==> src/rtl/core/assert_macros.svh <==
// assertion macros used by the cache top level
`ifndef ASSERT_MACROS_SVH
`define ASSERT_MACROS_SVH
`ifndef SYNTHESIS
`define LKV_ASSERT(lbl, cond) \
  lbl: assert property (@(posedge clk) disable iff (!rst_n) (cond)) \
    else $error("lru cache check failed");
`define LKV_ASSERT_NEXT(lbl, pre, post) \
  lbl: assert property (@(posedge clk) disable iff (!rst_n) (pre) |=> (post)) \
    else $error("lru cache sequence check failed");
`else
`define LKV_ASSERT(lbl, cond)
`define LKV_ASSERT_NEXT(lbl, pre, post)
`endif
`endif

==> src/rtl/core/lkv_pkg.sv <==
// shared types and constants of the lru key/value cache
package lkv_pkg;

  localparam int KEY_W = 32;
  localparam int VAL_W = 32;
  localparam int CAP_W = 5;

  localparam logic [CAP_W-1:0] CAPACITY_RESET = 5'd16;
  localparam logic signed [VAL_W-1:0] MISS_VALUE = -32'sd1;

  typedef enum logic {
    FUNC_GET = 1'b0,
    FUNC_PUT = 1'b1
  } lkv_func_t;

  typedef enum logic {
    ST_IDLE   = 1'b0,
    ST_COMMIT = 1'b1
  } lkv_state_t;

  // control broadcast from the sequencer to every cell
  typedef struct packed {
    logic capture;
    logic commit;
    logic hit;
  } lkv_ctrl_t;

endpackage

==> src/rtl/core/lkv_req_if.sv <==
// request channel: get or put of one key
interface lkv_req_if;
  logic                                       valid;
  logic                                       ready;
  lkv_pkg::lkv_func_t                         func;
  logic signed [lkv_pkg::KEY_W-1:0]           key;
  logic signed [lkv_pkg::VAL_W-1:0]           value;

  modport source (output valid, output func, output key, output value, input ready);
  modport sink (input valid, input func, input key, input value, output ready);
endinterface

==> src/rtl/core/lkv_rsp_if.sv <==
// result channel: hit flag, read data and eviction flag
interface lkv_rsp_if;
  logic                                       valid;
  logic                                       ready;
  logic                                       hit;
  logic signed [lkv_pkg::VAL_W-1:0]           read_value;
  logic                                       evicted;

  modport source (output valid, output hit, output read_value, output evicted, input ready);
  modport sink (input valid, input hit, input read_value, input evicted, output ready);
endinterface

==> src/rtl/core/lkv_cfg_if.sv <==
// configuration write channel for the capacity register
interface lkv_cfg_if;
  logic                                       valid;
  logic                                       ready;
  logic [lkv_pkg::CAP_W-1:0]                  data;

  modport source (output valid, output data, input ready);
  modport sink (input valid, input data, output ready);
endinterface

==> src/rtl/core/lru_key_value_cache_unit.sv <==
// top level of the lru key/value cache: sequencer, capacity register and cell row
//
// Fully associative key/value cache with least-recently-used replacement, held as
// a row of MAX_ENTRIES cells in recency order (head = most recent). A request is
// taken in the idle state, where every live cell compares its key; in the commit
// state, once the output register is free, the matched or inserted entry moves
// to the head (a get that misses moves nothing) while the cells in front of it
// hand their contents one place down, and the result is loaded into the output
// register. A waiting result does not block the next request; only the commit
// state waits for the output register to drain. The capacity register resets
// to 16 and its effective value is clamped to 1..MAX_ENTRIES; writes are taken
// at any time but are meant for an idle block.
`include "assert_macros.svh"

module lru_key_value_cache_unit #(
  parameter int MAX_ENTRIES = 16
) (
  input  logic       clk,
  input  logic       rst_n,
  lkv_req_if.sink    in_ch,
  lkv_rsp_if.source  out_ch,
  lkv_cfg_if.sink    cfg_ch
);

  localparam int CW = $clog2(MAX_ENTRIES + 1);
  localparam int EW = (CW > lkv_pkg::CAP_W) ? CW : lkv_pkg::CAP_W;
  localparam logic [EW-1:0] MAX_EXT = EW'(MAX_ENTRIES);
  localparam logic [EW-1:0] ONE_EXT = EW'(1);

  lkv_pkg::lkv_state_t state_r, state_nxt;

  logic [lkv_pkg::CAP_W-1:0]        capacity_r;
  logic [CW-1:0]                    count_r, count_nxt;
  lkv_pkg::lkv_func_t               func_r;
  logic signed [lkv_pkg::KEY_W-1:0] key_r;
  logic signed [lkv_pkg::VAL_W-1:0] value_r;

  logic                             out_valid_r;
  logic                             out_hit_r;
  logic signed [lkv_pkg::VAL_W-1:0] out_value_r;
  logic                             out_evicted_r;

  logic                             in_ready;
  logic                             out_free;
  logic                             commit_fire;
  logic                             accept;
  logic                             hit;
  logic                             full;
  logic                             put_miss;
  logic [EW-1:0]                    cap_ext, cap_eff, cnt_ext, ins_ext;
  logic [CW-1:0]                    ins_pos;
  logic signed [lkv_pkg::VAL_W-1:0] hit_val;
  logic signed [lkv_pkg::VAL_W-1:0] head_val;
  lkv_pkg::lkv_ctrl_t               ctrl;

  logic signed [lkv_pkg::KEY_W-1:0] cell_key  [MAX_ENTRIES];
  logic signed [lkv_pkg::VAL_W-1:0] cell_val  [MAX_ENTRIES];
  logic signed [lkv_pkg::VAL_W-1:0] cell_mval [MAX_ENTRIES];
  logic [MAX_ENTRIES:0]             sel_w;
  logic [MAX_ENTRIES-1:0]           match_vec;

  // sequencer
  assign out_free = ~out_valid_r | out_ch.ready;

  always_comb begin
    state_nxt = state_r;
    unique case (state_r)
      lkv_pkg::ST_IDLE: begin
        if (in_ch.valid) state_nxt = lkv_pkg::ST_COMMIT;
      end
      lkv_pkg::ST_COMMIT: begin
        if (out_free) state_nxt = lkv_pkg::ST_IDLE;
      end
      default: state_nxt = lkv_pkg::ST_IDLE;
    endcase
  end

  always_comb begin
    in_ready = 1'b0;
    commit_fire = 1'b0;
    unique case (state_r)
      lkv_pkg::ST_IDLE: in_ready = rst_n;
      lkv_pkg::ST_COMMIT: commit_fire = out_free;
      default: in_ready = 1'b0;
    endcase
  end

  always_ff @(posedge clk) begin
    if (!rst_n) begin
      state_r <= lkv_pkg::ST_IDLE;
    end else begin
      state_r <= state_nxt;
    end
  end

  assign in_ch.ready = in_ready;
  assign accept = in_ch.valid & in_ready;

  // capacity register
  assign cfg_ch.ready = rst_n;

  always_ff @(posedge clk) begin
    if (!rst_n) begin
      capacity_r <= lkv_pkg::CAPACITY_RESET;
    end else if (cfg_ch.valid) begin
      capacity_r <= cfg_ch.data;
    end
  end

  // request capture
  always_ff @(posedge clk) begin
    if (accept) begin
      func_r  <= in_ch.func;
      key_r   <= in_ch.key;
      value_r <= in_ch.value;
    end
  end

  // insertion position: clamp the entry count to capacity-1 when full
  assign cap_ext = EW'(capacity_r);
  assign cap_eff = (cap_ext == '0) ? ONE_EXT : ((cap_ext > MAX_EXT) ? MAX_EXT : cap_ext);
  assign cnt_ext = EW'(count_r);
  assign full    = (cnt_ext >= cap_eff);
  assign ins_ext = full ? (cap_eff - ONE_EXT) : cnt_ext;
  assign ins_pos = ins_ext[CW-1:0];

  assign hit      = sel_w[0];
  assign put_miss = (func_r == lkv_pkg::FUNC_PUT) & ~hit;

  always_comb begin
    hit_val = '0;
    for (int i = 0; i < MAX_ENTRIES; i++) begin
      hit_val = hit_val | cell_mval[i];
    end
  end

  assign head_val = (func_r == lkv_pkg::FUNC_GET) ? hit_val : value_r;

  assign ctrl.capture = accept;
  // a get that misses leaves the row untouched
  assign ctrl.commit  = commit_fire & ((func_r == lkv_pkg::FUNC_PUT) | hit);
  assign ctrl.hit     = hit;

  always_comb begin
    count_nxt = count_r;
    if (commit_fire && put_miss) begin
      count_nxt = CW'(ins_ext + ONE_EXT);
    end
  end

  always_ff @(posedge clk) begin
    if (!rst_n) begin
      count_r <= '0;
    end else begin
      count_r <= count_nxt;
    end
  end

  // cell row, head at index 0
  assign sel_w[MAX_ENTRIES] = 1'b0;

  for (genvar i = 0; i < MAX_ENTRIES; i++) begin : g_cell
    logic signed [lkv_pkg::KEY_W-1:0] prev_key;
    logic signed [lkv_pkg::VAL_W-1:0] prev_val;

    if (i == 0) begin : g_head
      assign prev_key = key_r;
      assign prev_val = head_val;
    end else begin : g_body
      assign prev_key = cell_key[i-1];
      assign prev_val = cell_val[i-1];
    end

    lkv_cell #(
      .IDX (i),
      .CW  (CW)
    ) u_cell (
      .clk        (clk),
      .rst_n      (rst_n),
      .ctrl       (ctrl),
      .search_key (in_ch.key),
      .count      (count_r),
      .ins_pos    (ins_pos),
      .prev_key   (prev_key),
      .prev_val   (prev_val),
      .sel_in     (sel_w[i+1]),
      .key_q      (cell_key[i]),
      .val_q      (cell_val[i]),
      .sel_out    (sel_w[i]),
      .match_val  (cell_mval[i]),
      .match      (match_vec[i])
    );
  end

  // output register
  always_ff @(posedge clk) begin
    if (!rst_n) begin
      out_valid_r <= 1'b0;
    end else if (commit_fire) begin
      out_valid_r <= 1'b1;
    end else if (out_ch.ready) begin
      out_valid_r <= 1'b0;
    end
  end

  always_ff @(posedge clk) begin
    if (commit_fire) begin
      out_hit_r     <= hit;
      out_evicted_r <= put_miss & full;
      if (func_r == lkv_pkg::FUNC_PUT) begin
        out_value_r <= '0;
      end else begin
        out_value_r <= hit ? hit_val : lkv_pkg::MISS_VALUE;
      end
    end
  end

  assign out_ch.valid      = out_valid_r;
  assign out_ch.hit        = out_hit_r;
  assign out_ch.read_value = out_value_r;
  assign out_ch.evicted    = out_evicted_r;

  // checks
  `LKV_ASSERT(a_count_bound, count_r <= CW'(MAX_ENTRIES))
  `LKV_ASSERT(a_keys_unique, (state_r != lkv_pkg::ST_COMMIT) || $onehot0(match_vec))
  `LKV_ASSERT_NEXT(a_insert_grows, commit_fire && put_miss, count_r != '0)
  `LKV_ASSERT(a_evict_on_miss, !(out_valid_r && out_evicted_r) || !out_hit_r)

endmodule

==> src/rtl/core/lkv_cell.sv <==
// one recency position of the cache: key, value and match flag
module lkv_cell #(
  parameter int IDX = 0,
  parameter int CW  = 5
) (
  input  logic                               clk,
  input  logic                               rst_n,
  input  lkv_pkg::lkv_ctrl_t                 ctrl,
  input  logic signed [lkv_pkg::KEY_W-1:0]   search_key,
  input  logic [CW-1:0]                      count,
  input  logic [CW-1:0]                      ins_pos,
  input  logic signed [lkv_pkg::KEY_W-1:0]   prev_key,
  input  logic signed [lkv_pkg::VAL_W-1:0]   prev_val,
  input  logic                               sel_in,
  output logic signed [lkv_pkg::KEY_W-1:0]   key_q,
  output logic signed [lkv_pkg::VAL_W-1:0]   val_q,
  output logic                               sel_out,
  output logic signed [lkv_pkg::VAL_W-1:0]   match_val,
  output logic                               match
);

  localparam logic [CW-1:0] CIDX = CW'(IDX);

  logic signed [lkv_pkg::KEY_W-1:0] key_r;
  logic signed [lkv_pkg::VAL_W-1:0] val_r;
  logic                             match_r;
  logic                             live;
  logic                             shift;

  assign live = (CIDX < count);
  // sel_out is set here and in every position nearer the head than the match
  assign sel_out = sel_in | match_r;
  assign shift = ctrl.commit & (ctrl.hit ? sel_out : (CIDX <= ins_pos));

  always_ff @(posedge clk) begin
    if (!rst_n) begin
      match_r <= 1'b0;
    end else if (ctrl.capture) begin
      match_r <= live & (key_r == search_key);
    end
  end

  always_ff @(posedge clk) begin
    if (shift) begin
      key_r <= prev_key;
      val_r <= prev_val;
    end
  end

  assign key_q = key_r;
  assign val_q = val_r;
  assign match_val = match_r ? val_r : '0;
  assign match = match_r;

endmodule
==> src/flat_wrapper.sv <==
// flat-port wrapper written by rule: the top's interface ports become plain ports
module lru_key_value_cache_unit_flat 
#(
  parameter int MAX_ENTRIES = 16
)
  (clk, rst_n, in_ch_valid, in_ch_func, in_ch_key, in_ch_value, in_ch_ready, out_ch_valid, out_ch_hit, out_ch_read_value, out_ch_evicted, out_ch_ready, cfg_ch_valid, cfg_ch_data, cfg_ch_ready);
  lkv_req_if in_ch_i ();
  lkv_rsp_if out_ch_i ();
  lkv_cfg_if cfg_ch_i ();
  input  logic clk;
  input  logic rst_n;
  input wire logic [$bits(in_ch_i.valid)-1:0] in_ch_valid;
  input wire logic [$bits(in_ch_i.func)-1:0] in_ch_func;
  input wire logic [$bits(in_ch_i.key)-1:0] in_ch_key;
  input wire logic [$bits(in_ch_i.value)-1:0] in_ch_value;
  output wire logic [$bits(in_ch_i.ready)-1:0] in_ch_ready;
  output wire logic [$bits(out_ch_i.valid)-1:0] out_ch_valid;
  output wire logic [$bits(out_ch_i.hit)-1:0] out_ch_hit;
  output wire logic [$bits(out_ch_i.read_value)-1:0] out_ch_read_value;
  output wire logic [$bits(out_ch_i.evicted)-1:0] out_ch_evicted;
  input wire logic [$bits(out_ch_i.ready)-1:0] out_ch_ready;
  input wire logic [$bits(cfg_ch_i.valid)-1:0] cfg_ch_valid;
  input wire logic [$bits(cfg_ch_i.data)-1:0] cfg_ch_data;
  output wire logic [$bits(cfg_ch_i.ready)-1:0] cfg_ch_ready;
  assign in_ch_i.valid = in_ch_valid;
  assign in_ch_i.func = in_ch_func;
  assign in_ch_i.key = in_ch_key;
  assign in_ch_i.value = in_ch_value;
  assign in_ch_ready = in_ch_i.ready;
  assign out_ch_valid = out_ch_i.valid;
  assign out_ch_hit = out_ch_i.hit;
  assign out_ch_read_value = out_ch_i.read_value;
  assign out_ch_evicted = out_ch_i.evicted;
  assign out_ch_i.ready = out_ch_ready;
  assign cfg_ch_i.valid = cfg_ch_valid;
  assign cfg_ch_i.data = cfg_ch_data;
  assign cfg_ch_ready = cfg_ch_i.ready;
  lru_key_value_cache_unit #(.MAX_ENTRIES(MAX_ENTRIES)) u_core (.clk(clk), .rst_n(rst_n), .in_ch(in_ch_i), .out_ch(out_ch_i), .cfg_ch(cfg_ch_i));
endmodule
==> config.mk <==
export PLATFORM = sky130hd
export DESIGN_NAME = lru_key_value_cache_unit_flat
export DESIGN_NICKNAME = d
export VERILOG_FILES = /design/src/rtl/core/lkv_pkg.sv /design/src/rtl/core/lkv_req_if.sv /design/src/rtl/core/lkv_rsp_if.sv /design/src/rtl/core/lkv_cfg_if.sv /design/src/rtl/core/lru_key_value_cache_unit.sv /design/src/rtl/core/lkv_cell.sv /design/src/flat_wrapper.sv
export VERILOG_INCLUDE_DIRS = /design/src /design/src/rtl/core
export SDC_FILE = /design/constraint.sdc
export NUM_CORES = 1
export LEC_CHECK = 0
export BUFFER_PORTS_ARGS = -buffer_cell sky130_fd_sc_hd__buf_2
export CAP_MARGIN = 20
export CORE_MARGIN = 1.5
export CORE_UTILIZATION = 35
export DETAILED_ROUTE_END_ITERATION = 10
export GPL_TIMING_DRIVEN = 0
export REMOVE_ABC_BUFFERS = 1
export SLEW_MARGIN = 20
export SYNTH_ARGS = -nofsm -noshare
export SYNTH_HDL_FRONTEND = slang
export SYNTH_SLANG_ARGS = --single-unit
==> constraint.sdc <==
create_clock -name clk -period 10.8 [get_ports clk]
set_input_delay 2.16 -clock clk [delete_from_list [all_inputs] [get_ports clk]]
set_output_delay 2.16 -clock clk [all_outputs]
set_load 0.02 [all_outputs]
==> impl_metrics.sql <==
INSERT INTO impl_metrics (metric_group, metric, value, unit) VALUES
('timing', 'hold_slack', '0.416', 'ns'),
('cts', 'tritoncts', 'yes', ''),
('cts', 'cts_root_buffer', 'clkbuf_16', ''),
('cells_and_area', 'layout.nets', '2908', ''),
('timing', 'grt_setup_unrepaired', 'no', ''),
('timing', 'report.final.setup_viol', '0', ''),
('timing', 'worst_pin_slew', '1.05', 'ns'),
('cells_and_area', 'filler_cell_count', '11388', ''),
('synth', 'synth_area_leaders', 'edfxtp_1 (75%), xnor2_1 (5.0%), xor2_1 (5.0%)', ''),
('timing', 'timing_hold_violations_final', '0', ''),
('synth', 'synthFlopType', 'edfxtp_1', ''),
('place', 'io_buffer_count', '111', ''),
('timing', 'clock.fmax', '188', 'MHz'),
('timing', 'timing.final.ws_setup', '5.48', 'ns'),
('place', 'post-place-ws', '5.36', 'ns'),
('worst_setup_path', 'nature_of_the_critical_path_startpoint', 'input pin', ''),
('routing', 'drt.antenna.violating_nets', '0', ''),
('place', 'gp_congestion', '0.833', ''),
('cts', 'cts.repair_timing.setup_buffer_count', '0', ''),
('synth', 'async_flop_share', '0', ''),
('worst_setup_path', 'worstPathRequired', '8.64', 'ns'),
('global_route', 'grt.busiest_layer', 'met2', ''),
('floorplanning', 'std_cell_rows', '131', ''),
('floorplanning', 'floorplan.die.width', '361', 'um'),
('floorplanning', 'floorplan.die_area', '131000', 'um^2'),
('routing', 'detailedRoute.firstPassIterationCount', '5', ''),
('synth', 'synth_top_area_cell', 'edfxtp_1', ''),
('routing', 'detailroute.via_count', '24343', ''),
('routing', 'drt-initial-drc-count', '2424', ''),
('cells_and_area', 'finish.utilization', '0.413', ''),
('worst_setup_path', 'crit_path_max_fanout', '34', ''),
('global_route', 'antenna_found_initial', '1', ''),
('cells_and_area', 'design_area', '52700', 'um^2'),
('global_route', 'wire_length_of_the_first_global_routing_pass', '168', 'mm'),
('pwr', 'power_density', '181', 'nW/um^2'),
('synth', 'netlist-cell-type-count', '55', ''),
('global_route', 'grt.overflow.total', '0', ''),
('synth', 'synthCells', '2646', ''),
('cts', 'clock_insertion_delay_worst_skew', '0.70', 'ns'),
('global_route', 'grtUsageMet1', '0.234', ''),
('synth', 'synthDominantCellAreaShare', '0.750', ''),
('global_route', 'globalRouteTotalUtil', '0.175', ''),
('synth', 'post_synth_instance_area', '45000', 'um^2'),
('synth', 'post_synth_most_frequent_cells', 'edfxtp_1 (1123), xnor2_1 (258), xor2_1 (256), a22oi_1 (128), clkbuf_1 (99)', ''),
('cts', 'cts_htree_levels', '3', ''),
('worst_setup_path', 'critPathKind', 'input pin to output port', ''),
('cells_and_area', 'fraction_of_final_layout_cells_sized_beyond_drive_strength_1', '0.146', ''),
('worst_hold_path', 'holdCritPathClass', 'register to register', ''),
('place', 'dpl.hpwl', '78.1', 'mm'),
('routing', 'remaining_drc_errors', '0', ''),
('worst_setup_path', 'cp_capture_type', 'output port', ''),
('global_route', 'first_global_vias', '24656', ''),
('timing', 'min_period', '5.32', 'ns'),
('place', 'dpl_cell_area', '48900', 'um^2'),
('timing', 'relSlewSlack', '0.301', ''),
('timing', 'finalClockSkew', '0.0207', 'ns'),
('pwr', 'p_leak', '16.9', 'nW'),
('routing', 'detail_route.vias_per_cell', '5.30', ''),
('synth', 'synth_most_common_cell', 'edfxtp_1', ''),
('floorplanning', 'design.core.area', '128000', 'um^2'),
('timing', 'final.setup.tns', '0', 'ns'),
('outcome', 'status', 'finished clean', ''),
('cts', 'clk_pin_slew_worst_paths', '0.06', 'ns'),
('job', 'timing.max_cap.violations', '0', ''),
('synth', 'synthesis.area_per_instance', '17.0', 'um^2'),
('global_route', 'gr-usage-met3', '0.0317', ''),
('floorplanning', 'io_pins', '112', ''),
('synth', 'synth_seq_area_share', '0.763', ''),
('floorplanning', 'die_height', '361', 'um'),
('synth', 'synth.ff_latch_count', '1151', ''),
('worst_setup_path', 'critical_path_arrival', '3.16', 'ns');
stage by stage:
| step | power (mW) | instances |
|---|---|---|
| after CTS | 9.59 | 4590 |
| after detailed placement | 5.59 | 4367 |
| final | 9.51 | 4591 |
| after floorplan | 5.35 | 2491 |
| after global routing | 9.79 | 4590 |
| after global placement | 5.57 | 4264 |
worst max-delay path: stages:
cell and delay, ns:
buf_2 0.61, nor2b_1 0.20, buf_2 0.17
where the power goes:
group | internal [mW] | switching [mW] | leakage [nW]
sequential | 4.99 | 0.0602 | 10.4
combinational | 0.156 | 0.291 | 4.61
clock | 2.31 | 1.71 | 1.85
final cells by class:
| type | count | area [um^2] | area share |
|---|---|---|---|
| repair buffers | 214 | 2170 | 0.0412 |
| inverters | 40 | 156 | 0.00297 |
| flip-flops and latches | 1151 | 34300 | 0.652 |
| well taps | 1662 | 2080 | 0.0395 |
| clock inverters | 71 | 599 | 0.0114 |
| diodes | 1 | 2.50 | 0.0000475 |
| multi-input cells | 1300 | 10100 | 0.192 |
| clock buffers | 152 | 3220 | 0.0610 |
cells by family after synthesis:
logic type	synth area share
DFF	0.763
xor gates and xnor gates	0.100
AOI/OAI and AO/OA	0.0619
and+or+nand+nor	0.0446
buffers and inverters	0.0175
muxes	0.0108
adders and majority gates	0.00250
placed cells by master (no fill, tap or decap), types with 74 or more instances in the layout:
cell type	n
xnor2_1	258
nor4_1	75
nand4_1	75
buf_2	111
nand3_1	74
a22oi_1	128
edfxtp_1	1123
xor2_1	256
clkbuf_16	122
state kept, by name (all words and copies together) (netlist names), 5 cells and up:
name,flops
u_core.g_cell.u_cell.key_q,512
u_core.g_cell.u_cell.val_q,512
u_core.g_cell.prev_key,32
u_core.out_ch.read_value,32
u_core.value_r,32
u_core.g_cell.u_cell.match,16
u_core.cap_ext,5
u_core.cnt_ext,5
final timing paths:
check / from / end / slack [ns] / cells past startpoint
hold reg to reg: u_core.g_cell[0].prev_key[21] / u_core.g_cell[0].u_cell.key_q[21] / 0.42 / 0
setup / recovery: rst_n / in_ch_ready / 5.48 / 3
setup reg to reg: u_core.g_cell[3].u_cell.match / u_core.g_cell[8].u_cell.key_q[6] / 5.55 / 10
hold / removal: u_core.g_cell[0].prev_key[21] / u_core.g_cell[0].u_cell.key_q[21] / 0.42 / 0
per-layer routing:
metal,up-vias,share of wire
met3,217,0.078
met5,-,0
met1,12381,0.42
met2,1119,0.48
li1,10626,-
met4,0,0.030
Note: power is estimated with default switching activity, not from simulation.
